**src/design/imu_sfp_pkg.sv**
```systemverilog
// ----------------------------------------------------------------------------
// imu_sfp_pkg: shared types and constants for the IMU serial frame parser
// Frame delimiters, type codes, frame lengths, status codes and the result
// record that the parser hands out.
// ----------------------------------------------------------------------------
package imu_sfp_pkg;

   // frame delimiters
   localparam logic [7:0] HDR_FIRST  = 8'h55;
   localparam logic [7:0] HDR_SECOND = 8'hAA;
   localparam logic [7:0] FRAME_END  = 8'h0A;

   // frame types
   localparam logic [7:0] KIND_FIRST = 8'h01;
   localparam logic [7:0] KIND_GYRO  = 8'h02;
   localparam logic [7:0] KIND_YAW   = 8'h03;
   localparam logic [7:0] KIND_QUAT  = 8'h04;

   // byte positions and lengths
   localparam int unsigned POS_W = 5;
   localparam logic [POS_W-1:0] LEN_STD    = 5'd19;
   localparam logic [POS_W-1:0] LEN_QUAT   = 5'd23;
   localparam logic [POS_W-1:0] VAL_OFFSET = 5'd12;
   localparam logic [POS_W-1:0] VAL_LAST   = 5'd15;
   localparam logic [POS_W-1:0] POS_LIMIT  = 5'd24;
   localparam logic [POS_W-1:0] POS_HUNT   = 5'd0;
   localparam logic [POS_W-1:0] POS_HDR2   = 5'd1;
   localparam logic [POS_W-1:0] POS_ID     = 5'd2;
   localparam logic [POS_W-1:0] POS_KIND   = 5'd3;
   localparam logic [POS_W-1:0] POS_BODY   = 5'd4;

   // float bit patterns
   localparam int unsigned LIMIT_W = 31;
   localparam logic [LIMIT_W-1:0] INF_BITS        = 31'h7F800000;
   localparam logic [LIMIT_W-1:0] GYRO_LIMIT_RST  = 31'h44FA0000;
   localparam logic [LIMIT_W-1:0] YAW_LIMIT_RST   = 31'h43B40000;

   // configuration register indexes
   localparam int unsigned CSR_IDX_W = 2;
   localparam logic [CSR_IDX_W-1:0] CSR_GYRO_LIMIT = 2'd0;
   localparam logic [CSR_IDX_W-1:0] CSR_YAW_LIMIT  = 2'd1;

   // frame status codes
   localparam logic [2:0] ST_GYRO_OK  = 3'd0;
   localparam logic [2:0] ST_YAW_OK   = 3'd1;
   localparam logic [2:0] ST_OTHER_OK = 3'd2;
   localparam logic [2:0] ST_BAD_END  = 3'd3;
   localparam logic [2:0] ST_NAN      = 3'd4;
   localparam logic [2:0] ST_RANGE    = 3'd5;
   localparam logic [2:0] ST_BAD_TYPE = 3'd6;

   // one result record
   typedef struct packed {
      logic [2:0]  frame_status;
      logic [31:0] gyro_value_bits;
      logic [31:0] gyro_count;
      logic        gyro_ok;
      logic [31:0] yaw_value_bits;
      logic [31:0] yaw_count;
      logic        yaw_ok;
      logic [31:0] good_frames;
      logic [31:0] bad_frames;
   } rsp_item_type;

endpackage

```
**src/design/imu_sfp_if.sv**
```systemverilog
// ----------------------------------------------------------------------------
// imu_sfp_if: channel interfaces of the IMU serial frame parser
// Byte input channel, result channel and configuration write channel, each
// with valid/ready and a source and a sink modport.
// ----------------------------------------------------------------------------
interface imu_sfp_req_if;
   logic       valid;
   logic       ready;
   logic [7:0] rx_byte;

   modport source (output valid, output rx_byte, input ready);
   modport sink   (input valid, input rx_byte, output ready);
endinterface

interface imu_sfp_rsp_if;
   logic        valid;
   logic        ready;
   logic [2:0]  frame_status;
   logic [31:0] gyro_value_bits;
   logic [31:0] gyro_count;
   logic        gyro_ok;
   logic [31:0] yaw_value_bits;
   logic [31:0] yaw_count;
   logic        yaw_ok;
   logic [31:0] good_frames;
   logic [31:0] bad_frames;

   modport source (output valid, output frame_status, output gyro_value_bits,
                   output gyro_count, output gyro_ok, output yaw_value_bits,
                   output yaw_count, output yaw_ok, output good_frames,
                   output bad_frames, input ready);
   modport sink   (input valid, input frame_status, input gyro_value_bits,
                   input gyro_count, input gyro_ok, input yaw_value_bits,
                   input yaw_count, input yaw_ok, input good_frames,
                   input bad_frames, output ready);
endinterface

interface imu_sfp_csr_if;
   logic                               valid;
   logic                               ready;
   logic [imu_sfp_pkg::CSR_IDX_W-1:0]  index;
   logic [31:0]                        data;

   modport source (output valid, output index, output data, input ready);
   modport sink   (input valid, input index, input data, output ready);
endinterface

```
**src/design/imu_serial_frame_parser.sv**
```systemverilog
// ----------------------------------------------------------------------------
// imu_serial_frame_parser: byte-serial IMU frame parser
// Hunts for the 0x55 0xAA header, checks type, length and terminator, and
// keeps the last good gyro and yaw values with their counts.
// ----------------------------------------------------------------------------
// The parser takes one received byte per clock cycle. Each byte is decoded
// against the frame state combinationally; when a byte ends or rejects a
// frame, a result transaction is written into a two-entry output buffer and
// is offered on rsp after any earlier ones. req is held off only while both
// buffer entries wait to be taken, so a stalled result never stops the byte
// stream for the first byte behind it. Configuration writes are taken in
// every cycle; writes to indexes beyond the two limit registers are ignored.
module imu_serial_frame_parser (
   input  logic                 clock,
   input  logic                 reset,
   imu_sfp_req_if.sink          req,
   imu_sfp_rsp_if.source        rsp,
   imu_sfp_csr_if.sink          csr
);

   // configuration registers
   logic [imu_sfp_pkg::LIMIT_W-1:0] gyro_limit_ff;
   logic [imu_sfp_pkg::LIMIT_W-1:0] yaw_limit_ff;

   // frame state
   logic [imu_sfp_pkg::POS_W-1:0] pos_ff, pos_in;
   logic [imu_sfp_pkg::POS_W-1:0] len_ff, len_in;
   logic [7:0]                    kind_ff, kind_in;
   logic [31:0]                   shift_ff, shift_in;

   // kept values and counters
   logic [31:0] gyro_store_ff, gyro_store_in;
   logic [31:0] gyro_seq_ff, gyro_seq_in;
   logic        gyro_flag_ff, gyro_flag_in;
   logic [31:0] yaw_store_ff, yaw_store_in;
   logic [31:0] yaw_seq_ff, yaw_seq_in;
   logic        yaw_flag_ff, yaw_flag_in;
   logic [31:0] good_ff, good_in;
   logic [31:0] bad_ff, bad_in;

   // decode results
   logic       emit;
   logic [2:0] status;
   logic       accept;
   logic       pop;
   imu_sfp_pkg::rsp_item_type item;

   // output buffer
   imu_sfp_pkg::rsp_item_type slot0_ff, slot0_in;
   imu_sfp_pkg::rsp_item_type slot1_ff, slot1_in;
   logic                      v0_ff, v0_in;
   logic                      v1_ff, v1_in;

   assign req.ready = !v1_ff;
   assign accept    = req.valid && req.ready;
   assign pop       = rsp.valid && rsp.ready;
   assign csr.ready = 1'b1;

   // configuration writes
   always_ff @(posedge clock) begin
      if (reset) begin
         gyro_limit_ff <= imu_sfp_pkg::GYRO_LIMIT_RST;
         yaw_limit_ff  <= imu_sfp_pkg::YAW_LIMIT_RST;
      end else if (csr.valid && csr.ready) begin
         unique case (csr.index)
            imu_sfp_pkg::CSR_GYRO_LIMIT: gyro_limit_ff <= csr.data[30:0];
            imu_sfp_pkg::CSR_YAW_LIMIT:  yaw_limit_ff  <= csr.data[30:0];
            default: ;
         endcase
      end
   end

   // byte decode: next frame state, value updates and result status
   always_comb begin
      logic [7:0]                    b;
      logic [imu_sfp_pkg::POS_W-1:0] pos_nx;
      logic [imu_sfp_pkg::POS_W-1:0] restart_pos;
      logic [30:0]                   mag;
      logic                          finish;

      b           = req.rx_byte;
      restart_pos = (b == imu_sfp_pkg::HDR_FIRST) ? imu_sfp_pkg::POS_HDR2
                                                  : imu_sfp_pkg::POS_HUNT;
      pos_nx      = 5'(pos_ff + 5'd1);
      mag         = shift_ff[30:0];
      finish      = 1'b0;

      pos_in        = pos_ff;
      len_in        = len_ff;
      kind_in       = kind_ff;
      shift_in      = shift_ff;
      gyro_store_in = gyro_store_ff;
      gyro_seq_in   = gyro_seq_ff;
      gyro_flag_in  = gyro_flag_ff;
      yaw_store_in  = yaw_store_ff;
      yaw_seq_in    = yaw_seq_ff;
      yaw_flag_in   = yaw_flag_ff;
      emit          = 1'b0;
      status        = imu_sfp_pkg::ST_BAD_END;

      if (pos_ff == imu_sfp_pkg::POS_HUNT) begin
         if (b == imu_sfp_pkg::HDR_FIRST) pos_in = imu_sfp_pkg::POS_HDR2;
      end else if (pos_ff == imu_sfp_pkg::POS_HDR2) begin
         if (b == imu_sfp_pkg::HDR_SECOND) begin
            pos_in = imu_sfp_pkg::POS_ID;
         end else begin
            pos_in = restart_pos;
            len_in = '0;
         end
      end else if (pos_ff >= imu_sfp_pkg::POS_LIMIT) begin
         // corrupt position: treat as bad end
         pos_in = restart_pos;
         len_in = '0;
         emit   = 1'b1;
      end else if (pos_ff == imu_sfp_pkg::POS_ID) begin
         pos_in = imu_sfp_pkg::POS_KIND;
      end else if (pos_ff == imu_sfp_pkg::POS_KIND) begin
         if (b >= imu_sfp_pkg::KIND_FIRST && b <= imu_sfp_pkg::KIND_YAW) begin
            len_in  = imu_sfp_pkg::LEN_STD;
            kind_in = b;
            pos_in  = imu_sfp_pkg::POS_BODY;
         end else if (b == imu_sfp_pkg::KIND_QUAT) begin
            len_in  = imu_sfp_pkg::LEN_QUAT;
            kind_in = b;
            pos_in  = imu_sfp_pkg::POS_BODY;
         end else begin
            pos_in = restart_pos;
            len_in = '0;
            emit   = 1'b1;
            status = imu_sfp_pkg::ST_BAD_TYPE;
         end
      end else if (len_ff <= pos_ff) begin
         // length inconsistent with position
         pos_in = restart_pos;
         len_in = '0;
         emit   = 1'b1;
      end else begin
         if (pos_ff >= imu_sfp_pkg::VAL_OFFSET && pos_ff <= imu_sfp_pkg::VAL_LAST) begin
            shift_in = {b, shift_ff[31:8]};
         end
         pos_in = pos_nx;
         finish = (pos_nx == len_ff);
      end

      // last byte of the frame
      if (finish) begin
         pos_in = restart_pos;
         len_in = '0;
         emit   = 1'b1;
         if (b != imu_sfp_pkg::FRAME_END) begin
            status = imu_sfp_pkg::ST_BAD_END;
         end else if (kind_ff != imu_sfp_pkg::KIND_GYRO &&
                      kind_ff != imu_sfp_pkg::KIND_YAW) begin
            status = imu_sfp_pkg::ST_OTHER_OK;
         end else if (mag >= imu_sfp_pkg::INF_BITS) begin
            status = imu_sfp_pkg::ST_NAN;
         end else if (kind_ff == imu_sfp_pkg::KIND_GYRO) begin
            if (mag > gyro_limit_ff) begin
               status = imu_sfp_pkg::ST_RANGE;
            end else begin
               status        = imu_sfp_pkg::ST_GYRO_OK;
               gyro_store_in = shift_ff;
               gyro_seq_in   = gyro_seq_ff + 32'd1;
               gyro_flag_in  = 1'b1;
            end
         end else begin
            if (mag > yaw_limit_ff) begin
               status = imu_sfp_pkg::ST_RANGE;
            end else begin
               status       = imu_sfp_pkg::ST_YAW_OK;
               yaw_store_in = shift_ff;
               yaw_seq_in   = yaw_seq_ff + 32'd1;
               yaw_flag_in  = 1'b1;
            end
         end
      end

      // frame counters
      good_in = good_ff;
      bad_in  = bad_ff;
      if (emit) begin
         if (status <= imu_sfp_pkg::ST_OTHER_OK) good_in = good_ff + 32'd1;
         else                                    bad_in  = bad_ff + 32'd1;
      end

      item.frame_status    = status;
      item.gyro_value_bits = gyro_store_in;
      item.gyro_count      = gyro_seq_in;
      item.gyro_ok         = gyro_flag_in;
      item.yaw_value_bits  = yaw_store_in;
      item.yaw_count       = yaw_seq_in;
      item.yaw_ok          = yaw_flag_in;
      item.good_frames     = good_in;
      item.bad_frames      = bad_in;
   end

   // frame state registers
   always_ff @(posedge clock) begin
      if (reset) begin
         pos_ff        <= '0;
         len_ff        <= '0;
         kind_ff       <= '0;
         shift_ff      <= '0;
         gyro_store_ff <= '0;
         gyro_seq_ff   <= '0;
         gyro_flag_ff  <= 1'b0;
         yaw_store_ff  <= '0;
         yaw_seq_ff    <= '0;
         yaw_flag_ff   <= 1'b0;
         good_ff       <= '0;
         bad_ff        <= '0;
      end else if (accept) begin
         pos_ff        <= pos_in;
         len_ff        <= len_in;
         kind_ff       <= kind_in;
         shift_ff      <= shift_in;
         gyro_store_ff <= gyro_store_in;
         gyro_seq_ff   <= gyro_seq_in;
         gyro_flag_ff  <= gyro_flag_in;
         yaw_store_ff  <= yaw_store_in;
         yaw_seq_ff    <= yaw_seq_in;
         yaw_flag_ff   <= yaw_flag_in;
         good_ff       <= good_in;
         bad_ff        <= bad_in;
      end
   end

   // two-entry output buffer: pop shifts slot1 forward, push fills first free
   always_comb begin
      logic a0;
      logic a1;

      slot0_in = slot0_ff;
      slot1_in = slot1_ff;
      a0       = v0_ff;
      a1       = v1_ff;
      if (pop) begin
         slot0_in = slot1_ff;
         a0       = v1_ff;
         a1       = 1'b0;
      end
      if (accept && emit) begin
         if (!a0) begin
            slot0_in = item;
            a0       = 1'b1;
         end else begin
            slot1_in = item;
            a1       = 1'b1;
         end
      end
      v0_in = a0;
      v1_in = a1;
   end

   always_ff @(posedge clock) begin
      if (reset) begin
         v0_ff <= 1'b0;
         v1_ff <= 1'b0;
      end else begin
         v0_ff <= v0_in;
         v1_ff <= v1_in;
      end
      slot0_ff <= slot0_in;
      slot1_ff <= slot1_in;
   end

   // result channel
   assign rsp.valid           = v0_ff;
   assign rsp.frame_status    = slot0_ff.frame_status;
   assign rsp.gyro_value_bits = slot0_ff.gyro_value_bits;
   assign rsp.gyro_count      = slot0_ff.gyro_count;
   assign rsp.gyro_ok         = slot0_ff.gyro_ok;
   assign rsp.yaw_value_bits  = slot0_ff.yaw_value_bits;
   assign rsp.yaw_count       = slot0_ff.yaw_count;
   assign rsp.yaw_ok          = slot0_ff.yaw_ok;
   assign rsp.good_frames     = slot0_ff.good_frames;
   assign rsp.bad_frames      = slot0_ff.bad_frames;

   // checks
   a_buf_order: assert property (@(posedge clock) disable iff (reset)
      v1_ff |-> v0_ff)
      else $error("second buffer entry held without first");

   a_pos_range: assert property (@(posedge clock) disable iff (reset)
      pos_ff < imu_sfp_pkg::POS_LIMIT)
      else $error("byte position out of range");

   a_len_cover: assert property (@(posedge clock) disable iff (reset)
      (pos_ff >= imu_sfp_pkg::POS_BODY) |-> (len_ff > pos_ff))
      else $error("frame length not above byte position");

   a_flag_sticky: assert property (@(posedge clock) disable iff (reset)
      !$fell(gyro_flag_ff) && !$fell(yaw_flag_ff))
      else $error("value valid flag dropped");

endmodule

```
**src/flat_wrapper.sv**
```systemverilog
// flat-port wrapper written by rule: the top's interface ports become plain ports
module imu_serial_frame_parser_flat 
  (clock, reset, req_valid, req_rx_byte, req_ready, rsp_valid, rsp_frame_status, rsp_gyro_value_bits, rsp_gyro_count, rsp_gyro_ok, rsp_yaw_value_bits, rsp_yaw_count, rsp_yaw_ok, rsp_good_frames, rsp_bad_frames, rsp_ready, csr_valid, csr_index, csr_data, csr_ready);
  imu_sfp_req_if req_i ();
  imu_sfp_rsp_if rsp_i ();
  imu_sfp_csr_if csr_i ();
  input  logic clock;
  input  logic reset;
  input wire logic [$bits(req_i.valid)-1:0] req_valid;
  input wire logic [$bits(req_i.rx_byte)-1:0] req_rx_byte;
  output wire logic [$bits(req_i.ready)-1:0] req_ready;
  output wire logic [$bits(rsp_i.valid)-1:0] rsp_valid;
  output wire logic [$bits(rsp_i.frame_status)-1:0] rsp_frame_status;
  output wire logic [$bits(rsp_i.gyro_value_bits)-1:0] rsp_gyro_value_bits;
  output wire logic [$bits(rsp_i.gyro_count)-1:0] rsp_gyro_count;
  output wire logic [$bits(rsp_i.gyro_ok)-1:0] rsp_gyro_ok;
  output wire logic [$bits(rsp_i.yaw_value_bits)-1:0] rsp_yaw_value_bits;
  output wire logic [$bits(rsp_i.yaw_count)-1:0] rsp_yaw_count;
  output wire logic [$bits(rsp_i.yaw_ok)-1:0] rsp_yaw_ok;
  output wire logic [$bits(rsp_i.good_frames)-1:0] rsp_good_frames;
  output wire logic [$bits(rsp_i.bad_frames)-1:0] rsp_bad_frames;
  input wire logic [$bits(rsp_i.ready)-1:0] rsp_ready;
  input wire logic [$bits(csr_i.valid)-1:0] csr_valid;
  input wire logic [$bits(csr_i.index)-1:0] csr_index;
  input wire logic [$bits(csr_i.data)-1:0] csr_data;
  output wire logic [$bits(csr_i.ready)-1:0] csr_ready;
  assign req_i.valid = req_valid;
  assign req_i.rx_byte = req_rx_byte;
  assign req_ready = req_i.ready;
  assign rsp_valid = rsp_i.valid;
  assign rsp_frame_status = rsp_i.frame_status;
  assign rsp_gyro_value_bits = rsp_i.gyro_value_bits;
  assign rsp_gyro_count = rsp_i.gyro_count;
  assign rsp_gyro_ok = rsp_i.gyro_ok;
  assign rsp_yaw_value_bits = rsp_i.yaw_value_bits;
  assign rsp_yaw_count = rsp_i.yaw_count;
  assign rsp_yaw_ok = rsp_i.yaw_ok;
  assign rsp_good_frames = rsp_i.good_frames;
  assign rsp_bad_frames = rsp_i.bad_frames;
  assign rsp_i.ready = rsp_ready;
  assign csr_i.valid = csr_valid;
  assign csr_i.index = csr_index;
  assign csr_i.data = csr_data;
  assign csr_ready = csr_i.ready;
  imu_serial_frame_parser u_core (.clock(clock), .reset(reset), .req(req_i), .rsp(rsp_i), .csr(csr_i));
endmodule
```
**config.mk**
```make
export PLATFORM = sky130hd
export DESIGN_NAME = imu_serial_frame_parser_flat
export DESIGN_NICKNAME = d
export VERILOG_FILES = /design/src/design/imu_sfp_pkg.sv /design/src/design/imu_sfp_if.sv /design/src/design/imu_serial_frame_parser.sv /design/src/flat_wrapper.sv
export SDC_FILE = /design/constraint.sdc
export NUM_CORES = 2
export LEC_CHECK = 0
export BUFFER_PORTS_ARGS = -buffer_cell sky130_fd_sc_hd__buf_2
export CAP_MARGIN = 15
export CORE_MARGIN = 2
export CORE_UTILIZATION = 29
export DETAILED_ROUTE_END_ITERATION = 16
export SKIP_CTS_REPAIR_TIMING = 1
export SLEW_MARGIN = 20
export SYNTH_ARGS = -nofsm -noshare
export SYNTH_HDL_FRONTEND = slang
export SYNTH_SLANG_ARGS = --single-unit
```
**constraint.sdc**
```tcl
create_clock -name clock -period 31.8 [get_ports clock]
set_input_delay 3.18 -clock clock [delete_from_list [all_inputs] [get_ports clock]]
set_output_delay 3.18 -clock clock [all_outputs]
set_load 0.03 [all_outputs]
```
==> out/metrics.yaml <==
yosysMostFrequentCell: "nand2_1"
grt_pass1_wl_um: 148000
worstMarginPinSlew_ps: 1140
slew_violations: 0
synth_commonest_cells: "766 x nand2_1, 502 x dfxtp_1, 320 x a21oi_1"
min_period_ps: 6780
wl_met1_um: 45200
syn-cell-area_um2: 33000
die_area_um2: 116000
setup_viol_count_final: 0
synth_cell_types: 83
p_switching_w: 0.000731
cp_top_family: "simple AND/OR/NAND/NOR gates"
cts_root_buf: "clkbuf_16"
reg2reg_from: "u_core.pos_ff[0]$_SDFFE_PP0P_"
clockPowerShare_pct: 39.4
status: "completed"
syn2layout_area_growth_pct: 16.0
vias: 26700
grt_max_degree: 182
synth_top_area_cell: "dfxtp_1"
yosysTopAreaCellShare_pct: 30.5
synth_edf_count: 197
grt-ovfl-total: 0
core_area_um2: 113000
power.density_nw_per_um2: 62.7
finalHoldViolCount: 0
end_kind: "register"
p_comb_share_pct: 17.3
rows: 123
fin_crit_sh_pct: 21.3
yosys-top-cells-area: "dfxtp_1 30%, edfxtp_1 18%, nand2_1 8.7%"
top_layer_used: "met5"
p_sw_share_pct: 30.5
yosysWarnings: 0
grt_pass1_vias: 25200
drt_iter0_drc: 1941
hold_path.class: "register to register"
async_flop_share_pct: 0
fp.dieH_um: 341
avgSynthCellArea_um2: 8.85
clkLatencyLatePin_ps: 650
clkTransAtPathRegs_ps: 60
dp_hpwl_um: 61400
pwr-share-seq_pct: 43.2
wl_met3_um: 4690
wl_met2_um: 43200
rsz0062_at_grt: "no"
synth_seq_area_share_pct: 48.4
htree_num_levels: 3
wl_um: 95400
fin_nets: 3959
path_cells: "buf_2 > or3_1 > nor4_1 > nor3b_1 > nand3_2 > nor2_2 > buf_4 > nand2_2 > mux2_2 > a21o_1"
finClkSkew_ps: 34.3
numPortBuffers: 244
detail-route-antenna-nets: 0
gp_congestion: 0.819
cp-start-kind: "input pin"
slowest_stage: "nor4_1"
path_max_fanout: 36
path_class: "input pin to register"
clock.fmax_mhz: 147
hold_start: "u_core.yaw_store_ff[31]$_SDFFE_PP0P_"
final_util_pct: 34.0
netlist_instances: 3725
cts_tree: "yes"
path_buf_inv: 2
wl_per_cell_um: 17.6
boundaryPins: 247
cts-buffers-inserted: 82
antenna_found_initial: 12
cp.required_ps: 32340
ir_drop_mv: 0.0375
finalSetupTns_ps: 0
cpPeakStageDelay_ps: 860
synthFlopType: "dfxtp_1"
drive_gt1_share_pct: 14.5
relSlewSlack_pct: 23.7
rrSetupSlack_ps: 26400
p_leak_nw: 14.4
die_x_um: 341
grt_usage_pct: 16.0
ys_seq_elements: 699
avgViaCountPerCell: 4.94
cp.arrival_ps: 7330
clockBufferDepth: 3
start_util_pct: 29.3
dr.pass1.iters: 7
critPathLaunch: "req_rx_byte[0]"
internal_power_w: 0.00167
cts_sinks: 699
route.detailed.drc: 0
drv_cap: 0
synth_nets: 3847
==> area by class of cell <==
| type | instances | area, um^2 |
|---|---|---|
| fill | 11600 | 74400 |
| sequential | 699 | 16000 |
| multi-input combinational | 2681 | 15800 |
| clock buffer | 110 | 2320 |
| tap | 1500 | 1880 |
| timing repair buffer | 284 | 1600 |
| clock inverter | 44 | 384 |
| inverter | 89 | 334 |
| antenna | 2 | 5.00 |
==> worst reg2reg max path: cells and delay by family, from the launching register on <==
family	cells	cell delay, ps
AO/OA/AOI/OAI	4	1930
AND/OR/NAND/NOR	4	1530
buffers and inverters	2	1040
flip-flops	1	520
adder cells (fa/ha/maj)	1	260
==> state kept, by name, summed over array words and instances, names as in the netlist, 2 cells and up <==
| register | cells |
|---|---|
| u_core.bad_ff | 32 |
| u_core.good_ff | 32 |
| u_core.gyro_limit_ff | 31 |
| u_core.gyro_seq_ff | 32 |
| u_core.gyro_store_ff | 32 |
| u_core.kind_ff | 8 |
| u_core.len_ff | 2 |
| u_core.pos_ff | 5 |
| u_core.rsp.bad_frames | 32 |
| u_core.rsp.frame_status | 3 |
| u_core.rsp.good_frames | 32 |
| u_core.rsp.gyro_count | 32 |
| u_core.rsp.gyro_value_bits | 32 |
| u_core.rsp.yaw_count | 32 |
| u_core.rsp.yaw_value_bits | 32 |
| u_core.shift_ff | 32 |
| u_core.slot1_ff | 197 |
| u_core.yaw_limit_ff | 31 |
| u_core.yaw_seq_ff | 32 |
| u_core.yaw_store_ff | 32 |
==> power groups by stage <==
stage	Sequential, W	Combinational [W]	Clock [W]
after floorplan	0.00120	0.000131	0
after detailed placement	0.00106	0.000421	0
after global placement	0.00106	0.000419	0
final	0.00104	0.000416	0.000945
after CTS	0.00104	0.000423	0.000971
after global routing	0.00105	0.000451	0.00101
==> path summary, 6_finish.rpt <==
kind	endpoint	cells after the start
setup / recovery	u_core.rsp.gyro_value_bits[31]$_DFF_P_	10
hold / removal	u_core.yaw_store_ff[31]$_SDFFE_PP0P_	2
setup reg to reg	u_core.rsp.good_frames[26]$_DFF_P_	11
hold reg to reg	u_core.yaw_store_ff[31]$_SDFFE_PP0P_	2
==> layout by cell type, fill, tap and decap left out, drive strengths merged, types with 39 or more instances in the layout <==
cell	netlist	final
dfxtp	502	502
xor2	43	43
a21o	96	96
nand3	184	184
or3	75	75
a21oi	322	322
ha	75	75
inv	89	97
clkbuf	209	110
edfxtp	197	197
nor2b	39	39
nand2	766	766
buf	47	284
nand4	71	71
xnor2	88	88
o31ai	40	40
mux2i	65	65
o21ai	114	114
mux2	107	107
and3	74	74
nor3	58	58
nor2	203	203
==> metal layers <==
layer,vias to the layer above,GRT usage (%)
li1,13300,-
met1,12800,21.9
met3,151,3.03
met2,528,25.5
met4,18,4.48
met5,-,0
==> through the flow <==
stage               setup slack [ps]  cell area [um^2]  std cells  total power (W)  hold slack [ps]
floorplan                      18670             33000       3725          0.00133              428
global placement               24430             35500       5251          0.00148              434
detailed placement             24390             35500       5252          0.00148              443
CTS                            25120             38200       5406          0.00243              450
global route                   24810             38300       5408          0.00250              464
finish                         25020             38300       5409          0.00240              448
==> cells by family after synthesis <==
| kind of cell | count (synthesis) | synth area share (%) |
|---|---|---|
| XOR/XNOR | 131 | 3.48 |
| flip-flops | 699 | 48.4 |
| multiplexers | 172 | 5.63 |
| AO/OA/AOI/OAI | 697 | 13.0 |
| other | 1 | 0.0114 |
| adder cells (fa/ha/maj) | 75 | 2.85 |
| AND/OR/NAND/NOR | 1605 | 22.6 |
| buffers and inverters | 345 | 4.08 |
Note: power is estimated with default switching activity, not from simulation.
